`src/rtl/core/assert_macros.svh`:
```
// Assertion macros shared by the RTL of the person follow drive mapper.
// Users supply signals named clock and reset in the including module.
`ifndef ASSERT_MACROS_SVH
`define ASSERT_MACROS_SVH
`ifndef SYNTHESIS
`define PFDM_ASSERT_IMP(label, ante, cons, msg) \
   label: assert property (@(posedge clock) disable iff (reset) (ante) |-> (cons)) \
      else $error(msg);
`define PFDM_ASSERT_NXT(label, ante, cons, msg) \
   label: assert property (@(posedge clock) disable iff (reset) (ante) |=> (cons)) \
      else $error(msg);
`else
`define PFDM_ASSERT_IMP(label, ante, cons, msg)
`define PFDM_ASSERT_NXT(label, ante, cons, msg)
`endif
`endif

```
`src/rtl/core/pfdm_pkg.sv`:
```
// Shared types and constants of the person follow drive mapper.
// No dependencies; the score and throttle stages and the top level refer to this package.
`default_nettype none

package pfdm_pkg;

   // Register indexes of the configuration port.
   localparam logic [2:0] CSR_IDLE_PWM    = 3'd0;
   localparam logic [2:0] CSR_SCORE_FAR   = 3'd1;
   localparam logic [2:0] CSR_SCORE_SLOW  = 3'd2;
   localparam logic [2:0] CSR_SCORE_STOP  = 3'd3;
   localparam logic [2:0] CSR_FEET_FAR    = 3'd4;
   localparam logic [2:0] CSR_FEET_SLOW   = 3'd5;
   localparam logic [2:0] CSR_FEET_STOP   = 3'd6;
   localparam logic [2:0] CSR_TURN_GAIN   = 3'd7;

   // Pseudo-score constants, Q0.16: 0.90 and 0.05.
   localparam logic [15:0] PSEUDO_NEAR   = 16'd58982;
   localparam logic [15:0] PSEUDO_MARGIN = 16'd3277;

   // How the score of a request is formed.
   localparam logic [1:0] PMODE_DIRECT = 2'd0;
   localparam logic [1:0] PMODE_NEAR   = 2'd1;
   localparam logic [1:0] PMODE_INTERP = 2'd2;
   localparam logic [1:0] PMODE_LOW    = 2'd3;

   // Throttle zones.
   localparam logic [1:0] ZONE_NEUTRAL = 2'd0;
   localparam logic [1:0] ZONE_FULL    = 2'd1;
   localparam logic [1:0] ZONE_RAMP    = 2'd2;
   localparam logic [1:0] ZONE_DECAY   = 2'd3;

   typedef struct packed {
      logic [15:0] idle_pwm;
      logic [15:0] score_far;
      logic [15:0] score_slow;
      logic [15:0] score_stop;
      logic [7:0]  feet_far;
      logic [7:0]  feet_slow;
      logic [7:0]  feet_stop;
      logic [15:0] turn_gain;
   } cfg_type;

   typedef struct packed {
      logic        has_person;
      logic [7:0]  cx;
      logic [7:0]  feet_y;
      logic [15:0] dist_score;
   } req_type;

   // Travels beside the pseudo-score division.
   typedef struct packed {
      logic               has_person;
      logic [1:0]         mode;
      logic               neg;
      logic [15:0]        value;
      logic               steer_dead;
      logic signed [25:0] steer_prod;
   } score_side_type;

   // Between the score stage and the throttle stage.
   typedef struct packed {
      logic        has_person;
      logic [15:0] score;
      logic [15:0] steering;
   } mid_type;

   // Travels beside the throttle division.
   typedef struct packed {
      logic        has_person;
      logic [1:0]  zone;
      logic [15:0] steering;
   } thr_side_type;

endpackage

`default_nettype wire

```
`src/rtl/core/pfdm_div_pipe.sv`:
```
// Pipelined restoring divider, one quotient bit per register stage.
// Uses assert_macros.svh; carries a sideband vector beside each request.
`default_nettype none
`include "assert_macros.svh"

module pfdm_div_pipe #(
   parameter int NW = 24,
   parameter int DW = 8,
   parameter int SW = 1
) (
   input  wire logic          clock,
   input  wire logic          reset,
   input  wire logic          en,
   input  wire logic          in_valid,
   input  wire logic [NW-1:0] in_numer,
   input  wire logic [DW-1:0] in_denom,
   input  wire logic [SW-1:0] in_side,
   output logic               out_valid,
   output logic [NW-1:0]      out_quot,
   output logic [SW-1:0]      out_side
);

   // Each stage holds the partial remainder above the unshifted numerator bits.
   logic [DW+NW-1:0] acc_ff [1:NW];
   logic [DW-1:0]    den_ff [1:NW];
   logic [SW-1:0]    side_ff [1:NW];
   logic             vld_ff [1:NW];

   for (genvar g = 0; g < NW; g++) begin : g_stage
      logic [DW+NW-1:0] src_acc;
      logic [DW-1:0]    src_den;
      logic [SW-1:0]    src_side;
      logic             src_vld;
      logic [DW+NW:0]   shifted;
      logic [DW:0]      top;
      logic [DW:0]      diff;
      logic             take;

      if (g == 0) begin : g_first
         assign src_acc  = {{DW{1'b0}}, in_numer};
         assign src_den  = in_denom;
         assign src_side = in_side;
         assign src_vld  = in_valid;
      end else begin : g_next
         assign src_acc  = acc_ff[g];
         assign src_den  = den_ff[g];
         assign src_side = side_ff[g];
         assign src_vld  = vld_ff[g];
      end

      assign shifted = {src_acc, 1'b0};
      assign top     = shifted[DW+NW:NW];
      assign diff    = top - {1'b0, src_den};
      assign take    = (top >= {1'b0, src_den});

      always_ff @(posedge clock) begin
         if (reset) begin
            vld_ff[g+1] <= 1'b0;
         end else if (en) begin
            vld_ff[g+1] <= src_vld;
         end
         if (en) begin
            acc_ff[g+1]  <= take ? {diff[DW-1:0], shifted[NW-1:1], 1'b1}
                                 : shifted[DW+NW-1:0];
            den_ff[g+1]  <= src_den;
            side_ff[g+1] <= src_side;
         end
      end
   end

   assign out_valid = vld_ff[NW];
   assign out_quot  = acc_ff[NW][NW-1:0];
   assign out_side  = side_ff[NW];

   `PFDM_ASSERT_IMP(a_rem_below_den, vld_ff[NW] && (den_ff[NW] != '0), acc_ff[NW][DW+NW-1:NW] < den_ff[NW], "remainder not below divisor")
   `PFDM_ASSERT_NXT(a_stall_holds_quot, !en, $stable(out_quot) && $stable(out_side), "result moved during stall")
   `PFDM_ASSERT_NXT(a_stall_holds_valid, !en, $stable(out_valid), "valid moved during stall")

endmodule

`default_nettype wire

```
`src/rtl/core/pfdm_throttle_map.sv`:
```
// Throttle stage: picks the zone, divides for the ramp or decay and forms the PWM.
// Depends on pfdm_pkg and pfdm_div_pipe.
`default_nettype none

module pfdm_throttle_map #(
   parameter int MAX_THROTTLE  = 400,
   parameter int THROTTLE_DEAD = 10
) (
   input  wire logic              clock,
   input  wire logic              reset,
   input  wire logic              en,
   input  wire pfdm_pkg::cfg_type cfg,
   input  wire logic              mid_valid,
   input  wire pfdm_pkg::mid_type mid,
   output logic                   out_valid,
   output logic [15:0]            out_throttle,
   output logic [15:0]            out_steering
);

   localparam int RAMP_K = MAX_THROTTLE - 100;
   localparam int TK     = (RAMP_K > 100) ? RAMP_K : 100;
   localparam int KW     = $clog2(TK + 1);
   localparam int TNW    = 16 + KW;
   localparam int QW     = $clog2(MAX_THROTTLE + 1);
   localparam int SW     = $bits(pfdm_pkg::thr_side_type);

   pfdm_pkg::thr_side_type side_in;
   logic [15:0]            sdiff;
   logic [KW-1:0]          coef;
   logic [15:0]            denom_in;
   logic [TNW-1:0]         numer_in;

   always_comb begin
      side_in.has_person = mid.has_person;
      side_in.steering   = mid.steering;
      if (mid.score >= cfg.score_stop) begin
         side_in.zone = pfdm_pkg::ZONE_NEUTRAL;
      end else if (mid.score < cfg.score_far) begin
         side_in.zone = pfdm_pkg::ZONE_FULL;
      end else if (mid.score < cfg.score_slow) begin
         side_in.zone = pfdm_pkg::ZONE_RAMP;
      end else begin
         side_in.zone = pfdm_pkg::ZONE_DECAY;
      end
      if (side_in.zone == pfdm_pkg::ZONE_RAMP) begin
         sdiff    = mid.score - cfg.score_far;
         coef     = KW'(RAMP_K);
         denom_in = cfg.score_slow - cfg.score_far;
      end else begin
         sdiff    = cfg.score_stop - mid.score;
         coef     = KW'(100);
         denom_in = cfg.score_stop - cfg.score_slow;
      end
      numer_in = sdiff * coef;
   end

   logic           s3_valid_ff;
   logic [TNW-1:0] s3_numer_ff;
   logic [15:0]    s3_denom_ff;
   logic [SW-1:0]  s3_side_ff;

   always_ff @(posedge clock) begin
      if (reset) begin
         s3_valid_ff <= 1'b0;
      end else if (en) begin
         s3_valid_ff <= mid_valid;
      end
      if (en) begin
         s3_numer_ff <= numer_in;
         s3_denom_ff <= denom_in;
         s3_side_ff  <= side_in;
      end
   end

   logic                   dv_valid;
   logic [TNW-1:0]         dv_quot;
   logic [SW-1:0]          dv_side_bits;
   pfdm_pkg::thr_side_type dv_side;

   pfdm_div_pipe #(.NW(TNW), .DW(16), .SW(SW)) u_div (
      .clock     (clock),
      .reset     (reset),
      .en        (en),
      .in_valid  (s3_valid_ff),
      .in_numer  (s3_numer_ff),
      .in_denom  (s3_denom_ff),
      .in_side   (s3_side_ff),
      .out_valid (dv_valid),
      .out_quot  (dv_quot),
      .out_side  (dv_side_bits)
   );

   assign dv_side = dv_side_bits;

   // Quotients in use stay below MAX_THROTTLE, so QW bits hold them.
   logic [QW-1:0]      q;
   logic signed [19:0] off;
   logic signed [19:0] sum;

   always_comb begin
      q = dv_quot[QW-1:0];
      unique case (dv_side.zone)
         pfdm_pkg::ZONE_NEUTRAL: off = 20'sd0;
         pfdm_pkg::ZONE_FULL:    off = $signed(20'(MAX_THROTTLE));
         pfdm_pkg::ZONE_RAMP:    off = $signed(20'(MAX_THROTTLE)) - $signed({{(20-QW){1'b0}}, q});
         default: begin
            off = (q <= QW'(THROTTLE_DEAD)) ? 20'sd0 : $signed({{(20-QW){1'b0}}, q});
         end
      endcase
      sum = $signed({4'd0, cfg.idle_pwm}) + off;
      if (!dv_side.has_person) begin
         out_throttle = cfg.idle_pwm;
         out_steering = cfg.idle_pwm;
      end else begin
         if (sum < 0) begin
            out_throttle = 16'd0;
         end else if (sum > 20'sd65535) begin
            out_throttle = 16'hFFFF;
         end else begin
            out_throttle = sum[15:0];
         end
         out_steering = dv_side.steering;
      end
   end

   assign out_valid = dv_valid;

endmodule

`default_nettype wire

```
`config.mk`:
```
export PLATFORM = sky130hd
export DESIGN_NAME = pfdm_throttle_map
export DESIGN_NICKNAME = d
export VERILOG_FILES = /design/src/rtl/core/pfdm_pkg.sv /design/src/rtl/core/pfdm_div_pipe.sv /design/src/rtl/core/pfdm_throttle_map.sv
export VERILOG_INCLUDE_DIRS = /design/src /design/src/rtl/core
export SDC_FILE = /design/constraint.sdc
export NUM_CORES = 2
export LEC_CHECK = 0
export BUFFER_PORTS_ARGS = -buffer_cell sky130_fd_sc_hd__buf_2
export CAP_MARGIN = 25
export CORE_ASPECT_RATIO = 0.6
export CORE_MARGIN = 4
export CORE_UTILIZATION = 35
export DETAILED_ROUTE_END_ITERATION = 16
export GPL_ROUTABILITY_DRIVEN = 0
export PLACE_DENSITY_LB_ADDON = 0.1
export SETUP_SLACK_MARGIN = 0.3
export SLEW_MARGIN = 30
export SYNTH_ARGS = -nofsm -noshare
export SYNTH_HDL_FRONTEND = slang
export SYNTH_SLANG_ARGS = --single-unit
```
`constraint.sdc`:
```
create_clock -name clock -period 20.3 [get_ports clock]
set_input_delay 2.03 -clock clock [delete_from_list [all_inputs] [get_ports clock]]
set_output_delay 2.03 -clock clock [all_outputs]
set_load 0.02 [all_outputs]
```
==> run metrics <==
Die H=375 um; flop and latch count out of synthesis=1625; share of layout cells above drive strength 1=0.100; Setup CP Type=in2reg; clk slew on worst S/H paths=60 ps; switching share of total power=0.337; setup_tns=0 ps; WP data arrival=8820 ps; dominant cells by area after synthesis=edfxtp_1, ha_1, inv_1; initial antenna violation count=13; YS warnings=0; dominant cell type by area after synthesis=edfxtp_1; Worst Setup Start Kind=input pin; Final setup violation count=0; fin util=0.396; crit-path max FO=45; Post CTS Setup Buffer Count=0; core area=223000 um^2; worst relative slew slack=0.355; # rows=134; wire length per cell=18.2 um; DRT antenna net count=0; Avg Inst Size Synth=13.5 um^2; number of flops mapped to enable cells by yosys=1624; Seq pwr share=0.395; clock skew=52.3 ps; placed cell areas=82800 um^2; CP max stage delay=570 ps; Die Area=232000 um^2; CTS Buffer Depth=4; Area Growth Syn to Fin=12.5%; DRC=0; detailed placer's ending HPWL=121000 um; Worst Path Required=20850 ps; Sw Pwr=4.21 mW; CP bufs+invs=6; cts repair resizes=0; Period minus WS final=8270 ps; router iterations before antenna repair=5; Clock Sink Count=1625; sequential element share of the synthesized area=0.622; Layout Nets=6849; Power Density=142 nW/um^2; Max stage delay cell, worst path=fa_1; slew of the pin with the lowest slew margin=964 ps; endpoint class of the critical path=flip-flop; Fmax=121 MHz; Vias/cell=4.79; Worst-Skew Late Latency=830 ps; share of the synthesized area in the top cell type=0.622; RSZ-0062 raised after global routing=false; global-route wire length before repair=259000 um; CTS H-tree lvls=4; number of max-cap violations=0; Fin. Hold Viols=0; DRT iter0 DRCs=3675; Yosys cell types=82; r2r setup slk=16460 ps; Vias=44202; largest net degree at the start of global routing=177; CTS tree=done; hold buffer count at CTS=0; fin. max-slew vios=0; top-level port count=174; VDD IR max=0.0557 mV; Power Total=12.5 mW; final non-filler cell total=9220; final instance area=88200 um^2; most common cell in the synthesized netlist=edfxtp_1; status=finished, final reports clean; GRT Overall Usage=0.142; Mapped Cells=5805; Initial Util=0.352; ys flop type=edfxtp_1; HP Class=reg2reg; I/O Buffers=133; Clock Power Share=0.241; DP Cell Count=8909; Die X=619 um; grt ovf=0; final WL=167000 um; Lkg Pwr=34.7 nW; clk root buf=clkbuf_16; Period Utilization, post-route=0.407; internal power=8.29 mW; async set-reset flop share out of synthesis=0; top cell family by delay on the critical path=compound AO/OA/AOI/OAI gates; top cells by count, synth=edfxtp_1, inv_1, ha_1, nor2_1, nand2_1; vias in the first global route=42722; Comb power frac=0.364; Synth Cell Area=78400 um^2; CTS Buf Count=172
==> cell usage in the layout, fill, tap and decap left out, types with 83 or more instances in the layout <==
master and n:
edfxtp_1 1624, inv_1 628, ha_1 545, nor2_1 371
nand2_1 294, a21oi_1 268, o21ai_0 260, xnor2_1 224
clkbuf_16 174, buf_2 132, a21o_1 124, nand2b_1 112
mux2_2 107, o21a_1 87, xor2_1 86, nand4_1 83
==> layer usage <==
metal / vias to the layer above / part of all wire / GRT usage
met1: 21214 / 0.59 / 0.255
met5: - / 0 / 0
li1: 21923 / - / -
met2: 858 / 0.33 / 0.163
met4: 0 / 0.019 / 0.0314
met3: 207 / 0.056 / 0.0283
==> sequential cells by signal, indices dropped and copies added, names as in the netlist <==
| signal | flops |
|---|---|
| s3_denom_ff | 16 |
| s3_numer_ff | 23 |
| s3_side_ff | 19 |
| s3_valid_ff | 1 |
| u_div.acc_ff | 682 |
| u_div.den_ff | 384 |
| u_div.side_ff | 475 |
| u_div.vld_ff | 25 |
==> layout make-up <==
| type | instances | area, um^2 |
|---|---|---|
| Antenna cell | 6 | 15.0 |
| Multi-Input combinational cell | 3506 | 27000 |
| Fill cell | 21009 | 134000 |
| Tap cell | 2992 | 3740 |
| Timing Repair Buffer | 163 | 1000 |
| Inverter | 629 | 2360 |
| Clock buffer | 201 | 4460 |
| Clock inverter | 98 | 823 |
| Sequential cell | 1625 | 48800 |
==> final timing paths <==
path	start	endpoint	depth (start not counted)
worst max-delay path	mid[16]	s3_numer_ff[24]	30
worst min-delay path	u_div.acc_ff[0][103]	u_div.acc_ff[0][145]	0
worst max register to register	u_div.den_ff[2][33]	u_div.acc_ff[4][149]	10
worst min register to register	u_div.acc_ff[0][103]	u_div.acc_ff[0][145]	0
==> power by group through the flow <==
stage	Combinational [mW]	Clock, mW	Sequential [mW]
2_1_floorplan	3.48	0	4.81
3_3_place_gp	4.45	0	5.00
3_5_place_dp	4.49	0	5.00
4_1_cts	4.54	3.15	4.94
5_1_grt	5.12	3.29	5.00
6_report	4.56	3.01	4.94
==> metrics by stage <==
| stage | hold WS, ps | setup slack (ps) |
|---|---|---|
| 2_1_floorplan | 400 | 12200 |
| 3_5_place_dp | 405 | 11180 |
| 6_report | 405 | 12030 |
| 3_3_place_gp | 401 | 11210 |
| 5_1_grt | 407 | 11610 |
| 4_1_cts | 405 | 12060 |
==> logic make-up after synthesis <==
group	Yosys count	share of synthesized area
compound gates	1093	0.0916
simple gates	1243	0.0805
xor+xnor	311	0.0347
flops	1625	0.622
fa+ha+maj	611	0.104
other cells	2	0.0000957
buf+inv	686	0.0346
mux	234	0.0328
No activity file was read; power rests on OpenSTA's default activity.
