### src/rtl/core/assert_macros.svh
// Assertion macros shared by the RTL of the person follow drive mapper.
// Users supply signals named clock and reset in the including module.
`ifndef ASSERT_MACROS_SVH
`define ASSERT_MACROS_SVH
`ifndef SYNTHESIS
`define PFDM_ASSERT_IMP(label, ante, cons, msg) \
   label: assert property (@(posedge clock) disable iff (reset) (ante) |-> (cons)) \
      else $error(msg);
`define PFDM_ASSERT_NXT(label, ante, cons, msg) \
   label: assert property (@(posedge clock) disable iff (reset) (ante) |=> (cons)) \
      else $error(msg);
`else
`define PFDM_ASSERT_IMP(label, ante, cons, msg)
`define PFDM_ASSERT_NXT(label, ante, cons, msg)
`endif
`endif

### src/rtl/core/pfdm_pkg.sv
// Shared types and constants of the person follow drive mapper.
// No dependencies; the score and throttle stages and the top level refer to this package.
`default_nettype none

package pfdm_pkg;

   // Register indexes of the configuration port.
   localparam logic [2:0] CSR_IDLE_PWM    = 3'd0;
   localparam logic [2:0] CSR_SCORE_FAR   = 3'd1;
   localparam logic [2:0] CSR_SCORE_SLOW  = 3'd2;
   localparam logic [2:0] CSR_SCORE_STOP  = 3'd3;
   localparam logic [2:0] CSR_FEET_FAR    = 3'd4;
   localparam logic [2:0] CSR_FEET_SLOW   = 3'd5;
   localparam logic [2:0] CSR_FEET_STOP   = 3'd6;
   localparam logic [2:0] CSR_TURN_GAIN   = 3'd7;

   // Pseudo-score constants, Q0.16: 0.90 and 0.05.
   localparam logic [15:0] PSEUDO_NEAR   = 16'd58982;
   localparam logic [15:0] PSEUDO_MARGIN = 16'd3277;

   // How the score of a request is formed.
   localparam logic [1:0] PMODE_DIRECT = 2'd0;
   localparam logic [1:0] PMODE_NEAR   = 2'd1;
   localparam logic [1:0] PMODE_INTERP = 2'd2;
   localparam logic [1:0] PMODE_LOW    = 2'd3;

   // Throttle zones.
   localparam logic [1:0] ZONE_NEUTRAL = 2'd0;
   localparam logic [1:0] ZONE_FULL    = 2'd1;
   localparam logic [1:0] ZONE_RAMP    = 2'd2;
   localparam logic [1:0] ZONE_DECAY   = 2'd3;

   typedef struct packed {
      logic [15:0] idle_pwm;
      logic [15:0] score_far;
      logic [15:0] score_slow;
      logic [15:0] score_stop;
      logic [7:0]  feet_far;
      logic [7:0]  feet_slow;
      logic [7:0]  feet_stop;
      logic [15:0] turn_gain;
   } cfg_type;

   typedef struct packed {
      logic        has_person;
      logic [7:0]  cx;
      logic [7:0]  feet_y;
      logic [15:0] dist_score;
   } req_type;

   // Travels beside the pseudo-score division.
   typedef struct packed {
      logic               has_person;
      logic [1:0]         mode;
      logic               neg;
      logic [15:0]        value;
      logic               steer_dead;
      logic signed [25:0] steer_prod;
   } score_side_type;

   // Between the score stage and the throttle stage.
   typedef struct packed {
      logic        has_person;
      logic [15:0] score;
      logic [15:0] steering;
   } mid_type;

   // Travels beside the throttle division.
   typedef struct packed {
      logic        has_person;
      logic [1:0]  zone;
      logic [15:0] steering;
   } thr_side_type;

endpackage

`default_nettype wire

### src/rtl/core/pfdm_div_pipe.sv
// Pipelined restoring divider, one quotient bit per register stage.
// Uses assert_macros.svh; carries a sideband vector beside each request.
`default_nettype none
`include "assert_macros.svh"

module pfdm_div_pipe #(
   parameter int NW = 24,
   parameter int DW = 8,
   parameter int SW = 1
) (
   input  wire logic          clock,
   input  wire logic          reset,
   input  wire logic          en,
   input  wire logic          in_valid,
   input  wire logic [NW-1:0] in_numer,
   input  wire logic [DW-1:0] in_denom,
   input  wire logic [SW-1:0] in_side,
   output logic               out_valid,
   output logic [NW-1:0]      out_quot,
   output logic [SW-1:0]      out_side
);

   // Each stage holds the partial remainder above the unshifted numerator bits.
   logic [DW+NW-1:0] acc_ff [1:NW];
   logic [DW-1:0]    den_ff [1:NW];
   logic [SW-1:0]    side_ff [1:NW];
   logic             vld_ff [1:NW];

   for (genvar g = 0; g < NW; g++) begin : g_stage
      logic [DW+NW-1:0] src_acc;
      logic [DW-1:0]    src_den;
      logic [SW-1:0]    src_side;
      logic             src_vld;
      logic [DW+NW:0]   shifted;
      logic [DW:0]      top;
      logic [DW:0]      diff;
      logic             take;

      if (g == 0) begin : g_first
         assign src_acc  = {{DW{1'b0}}, in_numer};
         assign src_den  = in_denom;
         assign src_side = in_side;
         assign src_vld  = in_valid;
      end else begin : g_next
         assign src_acc  = acc_ff[g];
         assign src_den  = den_ff[g];
         assign src_side = side_ff[g];
         assign src_vld  = vld_ff[g];
      end

      assign shifted = {src_acc, 1'b0};
      assign top     = shifted[DW+NW:NW];
      assign diff    = top - {1'b0, src_den};
      assign take    = (top >= {1'b0, src_den});

      always_ff @(posedge clock) begin
         if (reset) begin
            vld_ff[g+1] <= 1'b0;
         end else if (en) begin
            vld_ff[g+1] <= src_vld;
         end
         if (en) begin
            acc_ff[g+1]  <= take ? {diff[DW-1:0], shifted[NW-1:1], 1'b1}
                                 : shifted[DW+NW-1:0];
            den_ff[g+1]  <= src_den;
            side_ff[g+1] <= src_side;
         end
      end
   end

   assign out_valid = vld_ff[NW];
   assign out_quot  = acc_ff[NW][NW-1:0];
   assign out_side  = side_ff[NW];

   `PFDM_ASSERT_IMP(a_rem_below_den, vld_ff[NW] && (den_ff[NW] != '0), acc_ff[NW][DW+NW-1:NW] < den_ff[NW], "remainder not below divisor")
   `PFDM_ASSERT_NXT(a_stall_holds_quot, !en, $stable(out_quot) && $stable(out_side), "result moved during stall")
   `PFDM_ASSERT_NXT(a_stall_holds_valid, !en, $stable(out_valid), "valid moved during stall")

endmodule

`default_nettype wire

### src/rtl/core/pfdm_score_map.sv
// Score stage: forms the Q0.16 score (direct or from the feet row) and steering.
// Depends on pfdm_pkg and pfdm_div_pipe.
`default_nettype none

module pfdm_score_map #(
   parameter int MAX_STEER     = 400,
   parameter int CENTRE_DEAD   = 8,
   parameter int CENTRE_COLUMN = 96
) (
   input  wire logic              clock,
   input  wire logic              reset,
   input  wire logic              en,
   input  wire pfdm_pkg::cfg_type cfg,
   input  wire logic              in_valid,
   input  wire pfdm_pkg::req_type in_req,
   output logic                   mid_valid,
   output pfdm_pkg::mid_type      mid
);

   localparam int SW = $bits(pfdm_pkg::score_side_type);

   // Front stage: zone of the feet row, the interpolation product and steering product.
   logic                     near_z, slow_z, far_z;
   logic signed [16:0]       sdiff;
   logic [15:0]              smag;
   logic [7:0]               fdiff;
   logic signed [8:0]        off;
   logic [8:0]               off_mag;
   pfdm_pkg::score_side_type side_in;
   logic [23:0]              numer_in;
   logic [7:0]               denom_in;

   always_comb begin
      near_z = (in_req.feet_y >= cfg.feet_stop);
      slow_z = (in_req.feet_y >= cfg.feet_slow);
      far_z  = (in_req.feet_y >= cfg.feet_far);
      sdiff  = slow_z ? ($signed({1'b0, cfg.score_stop}) - $signed({1'b0, cfg.score_slow}))
                      : ($signed({1'b0, cfg.score_slow}) - $signed({1'b0, cfg.score_far}));
      smag   = sdiff[16] ? 16'(-sdiff) : sdiff[15:0];
      fdiff  = slow_z ? (in_req.feet_y - cfg.feet_slow) : (in_req.feet_y - cfg.feet_far);
      numer_in = smag * fdiff;
      denom_in = slow_z ? (cfg.feet_stop - cfg.feet_slow) : (cfg.feet_slow - cfg.feet_far);

      side_in.has_person = in_req.has_person;
      side_in.neg        = sdiff[16];
      if (in_req.dist_score != '0) begin
         side_in.mode  = pfdm_pkg::PMODE_DIRECT;
         side_in.value = in_req.dist_score;
      end else if (near_z) begin
         side_in.mode  = pfdm_pkg::PMODE_NEAR;
         side_in.value = pfdm_pkg::PSEUDO_NEAR;
      end else if (slow_z || far_z) begin
         // The slow segment is tested before the far one.
         side_in.mode  = pfdm_pkg::PMODE_INTERP;
         side_in.value = slow_z ? cfg.score_slow : cfg.score_far;
      end else begin
         side_in.mode  = pfdm_pkg::PMODE_LOW;
         side_in.value = (cfg.score_far >= pfdm_pkg::PSEUDO_MARGIN)
                         ? (cfg.score_far - pfdm_pkg::PSEUDO_MARGIN) : 16'd0;
      end

      off     = $signed({1'b0, in_req.cx}) - $signed(9'(CENTRE_COLUMN));
      off_mag = off[8] ? 9'(-off) : off;
      side_in.steer_dead = (off_mag <= 9'(CENTRE_DEAD));
      side_in.steer_prod = off * $signed({1'b0, cfg.turn_gain});
   end

   logic                  s1_valid_ff;
   logic [23:0]           s1_numer_ff;
   logic [7:0]            s1_denom_ff;
   logic [SW-1:0]         s1_side_ff;

   always_ff @(posedge clock) begin
      if (reset) begin
         s1_valid_ff <= 1'b0;
      end else if (en) begin
         s1_valid_ff <= in_valid;
      end
      if (en) begin
         s1_numer_ff <= numer_in;
         s1_denom_ff <= denom_in;
         s1_side_ff  <= side_in;
      end
   end

   logic                     dv_valid;
   logic [23:0]              dv_quot;
   logic [SW-1:0]            dv_side_bits;
   pfdm_pkg::score_side_type dv_side;

   pfdm_div_pipe #(.NW(24), .DW(8), .SW(SW)) u_div (
      .clock     (clock),
      .reset     (reset),
      .en        (en),
      .in_valid  (s1_valid_ff),
      .in_numer  (s1_numer_ff),
      .in_denom  (s1_denom_ff),
      .in_side   (s1_side_ff),
      .out_valid (dv_valid),
      .out_quot  (dv_quot),
      .out_side  (dv_side_bits)
   );

   assign dv_side = dv_side_bits;

   // Back stage: finish the pseudo-score and the clamped steering.
   logic signed [25:0] q_s, v_s;
   logic [15:0]        score;
   logic signed [25:0] st_t;
   logic signed [17:0] st_q;
   logic signed [19:0] st_sum, st_hi, st_lo, st_clamp;
   logic [15:0]        st_sat;
   pfdm_pkg::mid_type  mid_in;

   always_comb begin
      q_s = $signed({2'b00, dv_quot});
      v_s = $signed({10'd0, dv_side.value}) + (dv_side.neg ? -q_s : q_s);
      unique case (dv_side.mode)
         pfdm_pkg::PMODE_INTERP: begin
            if (v_s < 0) begin
               score = 16'd0;
            end else if (v_s > 26'sd65535) begin
               score = 16'hFFFF;
            end else begin
               score = v_s[15:0];
            end
         end
         default: score = dv_side.value;
      endcase

      st_t   = dv_side.steer_prod + (dv_side.steer_prod[25] ? 26'sd255 : 26'sd0);
      st_q   = st_t[25:8];
      st_sum = $signed({4'd0, cfg.idle_pwm}) + {{2{st_q[17]}}, st_q};
      st_hi  = $signed({4'd0, cfg.idle_pwm}) + $signed(20'(MAX_STEER));
      st_lo  = $signed({4'd0, cfg.idle_pwm}) - $signed(20'(MAX_STEER));
      if (st_sum > st_hi) begin
         st_clamp = st_hi;
      end else if (st_sum < st_lo) begin
         st_clamp = st_lo;
      end else begin
         st_clamp = st_sum;
      end
      if (st_clamp < 0) begin
         st_sat = 16'd0;
      end else if (st_clamp > 20'sd65535) begin
         st_sat = 16'hFFFF;
      end else begin
         st_sat = st_clamp[15:0];
      end

      mid_in.has_person = dv_side.has_person;
      mid_in.score      = score;
      mid_in.steering   = (dv_side.steer_dead || (score >= cfg.score_slow))
                          ? cfg.idle_pwm : st_sat;
   end

   logic              mid_valid_ff;
   pfdm_pkg::mid_type mid_ff;

   always_ff @(posedge clock) begin
      if (reset) begin
         mid_valid_ff <= 1'b0;
      end else if (en) begin
         mid_valid_ff <= dv_valid;
      end
      if (en) begin
         mid_ff <= mid_in;
      end
   end

   assign mid_valid = mid_valid_ff;
   assign mid       = mid_ff;

endmodule

`default_nettype wire

### config.mk
export PLATFORM = sky130hd
export DESIGN_NAME = pfdm_score_map
export DESIGN_NICKNAME = d
export VERILOG_FILES = /design/src/rtl/core/pfdm_pkg.sv /design/src/rtl/core/pfdm_div_pipe.sv /design/src/rtl/core/pfdm_score_map.sv
export VERILOG_INCLUDE_DIRS = /design/src /design/src/rtl/core
export SDC_FILE = /design/constraint.sdc
export NUM_CORES = 2
export LEC_CHECK = 0
export BUFFER_PORTS_ARGS = -buffer_cell sky130_fd_sc_hd__buf_2
export CORE_ASPECT_RATIO = 0.6
export CORE_MARGIN = 2
export CORE_UTILIZATION = 50
export DETAILED_ROUTE_END_ITERATION = 16
export PLACE_DENSITY = 0.66
export SLEW_MARGIN = 20
export SYNTH_ARGS = -nofsm -noshare
export SYNTH_HDL_FRONTEND = slang
export SYNTH_SLANG_ARGS = --single-unit
### constraint.sdc
create_clock -name clock -period 12.65 [get_ports clock]
set_input_delay 3.795 -clock clock [delete_from_list [all_inputs] [get_ports clock]]
set_output_delay 3.795 -clock clock [all_outputs]
set_load 0.02 [all_outputs]
==> results_dict.tcl <==
set metrics [dict create \
    register_area_um2 66300 \
    rsz0062_at_grt "false" \
    fin_skew_ns 0.0856 \
    yosysSeqAreaShare_pct 70.7 \
    dieHeight_um 340 \
    grt_util_met3_pct 3.32 \
    grt_pass1_vias 45100 \
    drtIter0Drc 3890 \
    final_hold_viol_count 0 \
    synth-edff-count 2208 \
    met2_usage_pct 22.1 \
    synth_top_area_share_pct 70.7 \
    syn_to_final_growth_pct 10.9 \
    synth_top_area_cell "edfxtp_1" \
    max_freq_mhz 85.5 \
    layout_common_cells "2208 x edfxtp_1, 621 x inv_1, 461 x ha_1" \
    post-cts-setup-buffers 0 \
    fp.dieArea_um2 191000 \
    fillers 14600 \
    ys_types 91 \
    timing.slew.headroom_pct 25.2 \
    cts.path.max_buffers 4 \
    ios 175 \
    path_class "in2reg" \
    power_mw 23.5 \
    hold_start "u_div.acc_ff[0][547]" \
    mostFrequentLayoutCell "edfxtp_1" \
    crit_top_cell "fa_1" \
    clk_latency_ns 0.84 \
    num_vias 46700 \
    fin_crit_sh_pct 92.5 \
    end_kind "register" \
    cts_buffers 195 \
    grt_busiest_layer "met1" \
    track_usage_pct 16.2 \
    die_w_um 563 \
    r2r-start "u_div.side_ff[3][43]" \
    synthCells 6020 \
    period_needed_ns 11.70 \
    critPathRequiredTime_ns 13.18 \
    placementRows 123 \
    grt_pass1_wl_um 247000 \
    cts_tree "yes" \
    grtUsageMet1_pct 26.3 \
    core_area_um2 187000 \
    cts-htree-levels 4 \
    grt_max_degree 192 \
    slew_violations 0 \
    portBuffers 174 \
    drt_pass1_iterations 6 \
    ys.warnings.count 0 \
    drt_wl_total_um 154000 \
    viasPerCell 5.20 \
    cts_sinks 2210 \
    slowest_stage "a221oi_1" \
    peakVddDrop_mv 0.636 \
    cts_root_buf "clkbuf_16" \
    p_leak_nw 39.8 \
    async_reset_ff_share_pct 0 \
    arrival_ns 12.23 \
    antenna_left 0 \
    synth_seq_cells 2210 \
    ys_top_cells_by_area "edfxtp_1 71%, ha_1 6.1%, fa_1 4.5%, inv_1 2.5%, nand2_1 1.7%" \
    status "completed" \
    drc_errors 0 \
    cellPowerDensity_nw_per_um2 226 \
    slowest_delay_ns 0.72 \
    grt-ovfl-total 0 \
    critPathMaxFanout 19 \
    initial_core_util_pct 50.2 \
    cts-resized-gates 0 \
    setup_tns_ns 0 \
    setup_violations 0 \
    multi_input_area_um2 24700 \
    start_kind "input port" \
    nets 7141 \
    path_clk_slew_ns 0.07 \
    syn_avg_cell_area_um2 15.6 \
    min_path_type "reg2reg" \
    syn_area_um2 93800 \
    mappedNetlistNets 6835 \
    tightest_slew_ns 1.09 \
    wl_per_cell_um 17.2 \
    gp_congestion 0.882 \
    dp_hpwl_um 106000 \
    worstSetupStartpoint "cfg[40]" \
    final_layout_size_suffix_gt1_share_pct 8.45 \
    antenna_found_initial 12 \
    holdBufCountCts 0 \
    ys.flop_type "edfxtp_1" \
    cap_violations 0 \
]
-- sequential cells by signal, summed over array words and instances (netlist names) --
signal         flops
u_div.side_ff   1128
s1_numer_ff       24
mid_valid          1
mid               33
s1_side_ff        47
u_div.vld_ff      24
s1_valid_ff        1
u_div.den_ff     184
u_div.acc_ff     760
s1_denom_ff        8
-- critical path, delay by kind of cell --
kind | cells | cell delay [ns]
AOI/OAI and AO/OA | 16 | 4.03
adders and majority gates | 7 | 2.90
and+or+nand+nor | 3 | 0.64
xor gates and xnor gates | 2 | 0.56
buffers and inverters | 5 | 0.29
-- synth_stat cells, types with 41 or more instances --
master,number
clkbuf_1,89
inv_1,621
xor2_1,98
nand3_1,49
nor2_1,186
o21ai_0,286
and2_1,98
nand4_1,59
a21boi_0,41
ha_1,461
a21oi_1,180
o31ai_1,60
nor2b_1,105
nand2b_1,69
nor3_1,51
nand2_1,421
xnor2_1,150
mux2i_1,68
a21o_1,77
edfxtp_1,2208
fa_1,213
-- power by group --
group          leakage, nW  switching, mW  internal, mW
combinational         15.1           4.62          3.38
sequential            21.6          0.317          9.47
clock                 3.01           2.50          3.26
-- metrics by stage --
stage                     area, um^2  util, %  worst slack, ns  cells  hold slack, ns
final                         104000     55.6            0.952   8973           0.333
after global routing          104000     55.6            0.405   8971           0.325
after CTS                     104000     55.6             1.14   8970           0.327
after detailed placement       97800     52.3            0.318   8629           0.405
after global placement         97800     52.3            0.374   8629           0.400
after floorplan                93800        -             1.42   6020           0.400
-- per-layer routing --
layer	up-vias	part of all wire (%)
met5	-	0
met4	0	2.0
met3	234	6.0
met2	968	41
met1	22800	51
li1	22600	-
-- final cells by class --
cell class | instances | area share (%)
antenna | 3 | 0.00722
clock buffer | 225 | 4.82
clock inverter | 116 | 1.13
inverter | 623 | 2.25
multi-input combinational | 3083 | 23.8
sequential | 2210 | 63.8
tap | 2500 | 3.01
timing repair buffer | 213 | 1.25
-- path summary, 6_finish.rpt --
check             cells after the start              endpoint  slack, ns
setup / recovery                     33       s1_numer_ff[23]       0.95
hold reg to reg                       0  u_div.acc_ff[0][580]       0.33
setup reg to reg                     25                mid[4]       3.90
hold / removal                        0  u_div.acc_ff[0][580]       0.33
-- logic make-up after synthesis --
kind of cell / Yosys count / share of synthesized area, %
xor+xnor: 249 / 2.33
flops: 2210 / 70.7
mux: 73 / 0.785
compound gates: 915 / 6.37
fa+ha+maj: 675 / 10.7
simple gates: 1171 / 6.16
buf+inv: 727 / 2.94
Note: power is estimated with default switching activity, not from simulation.
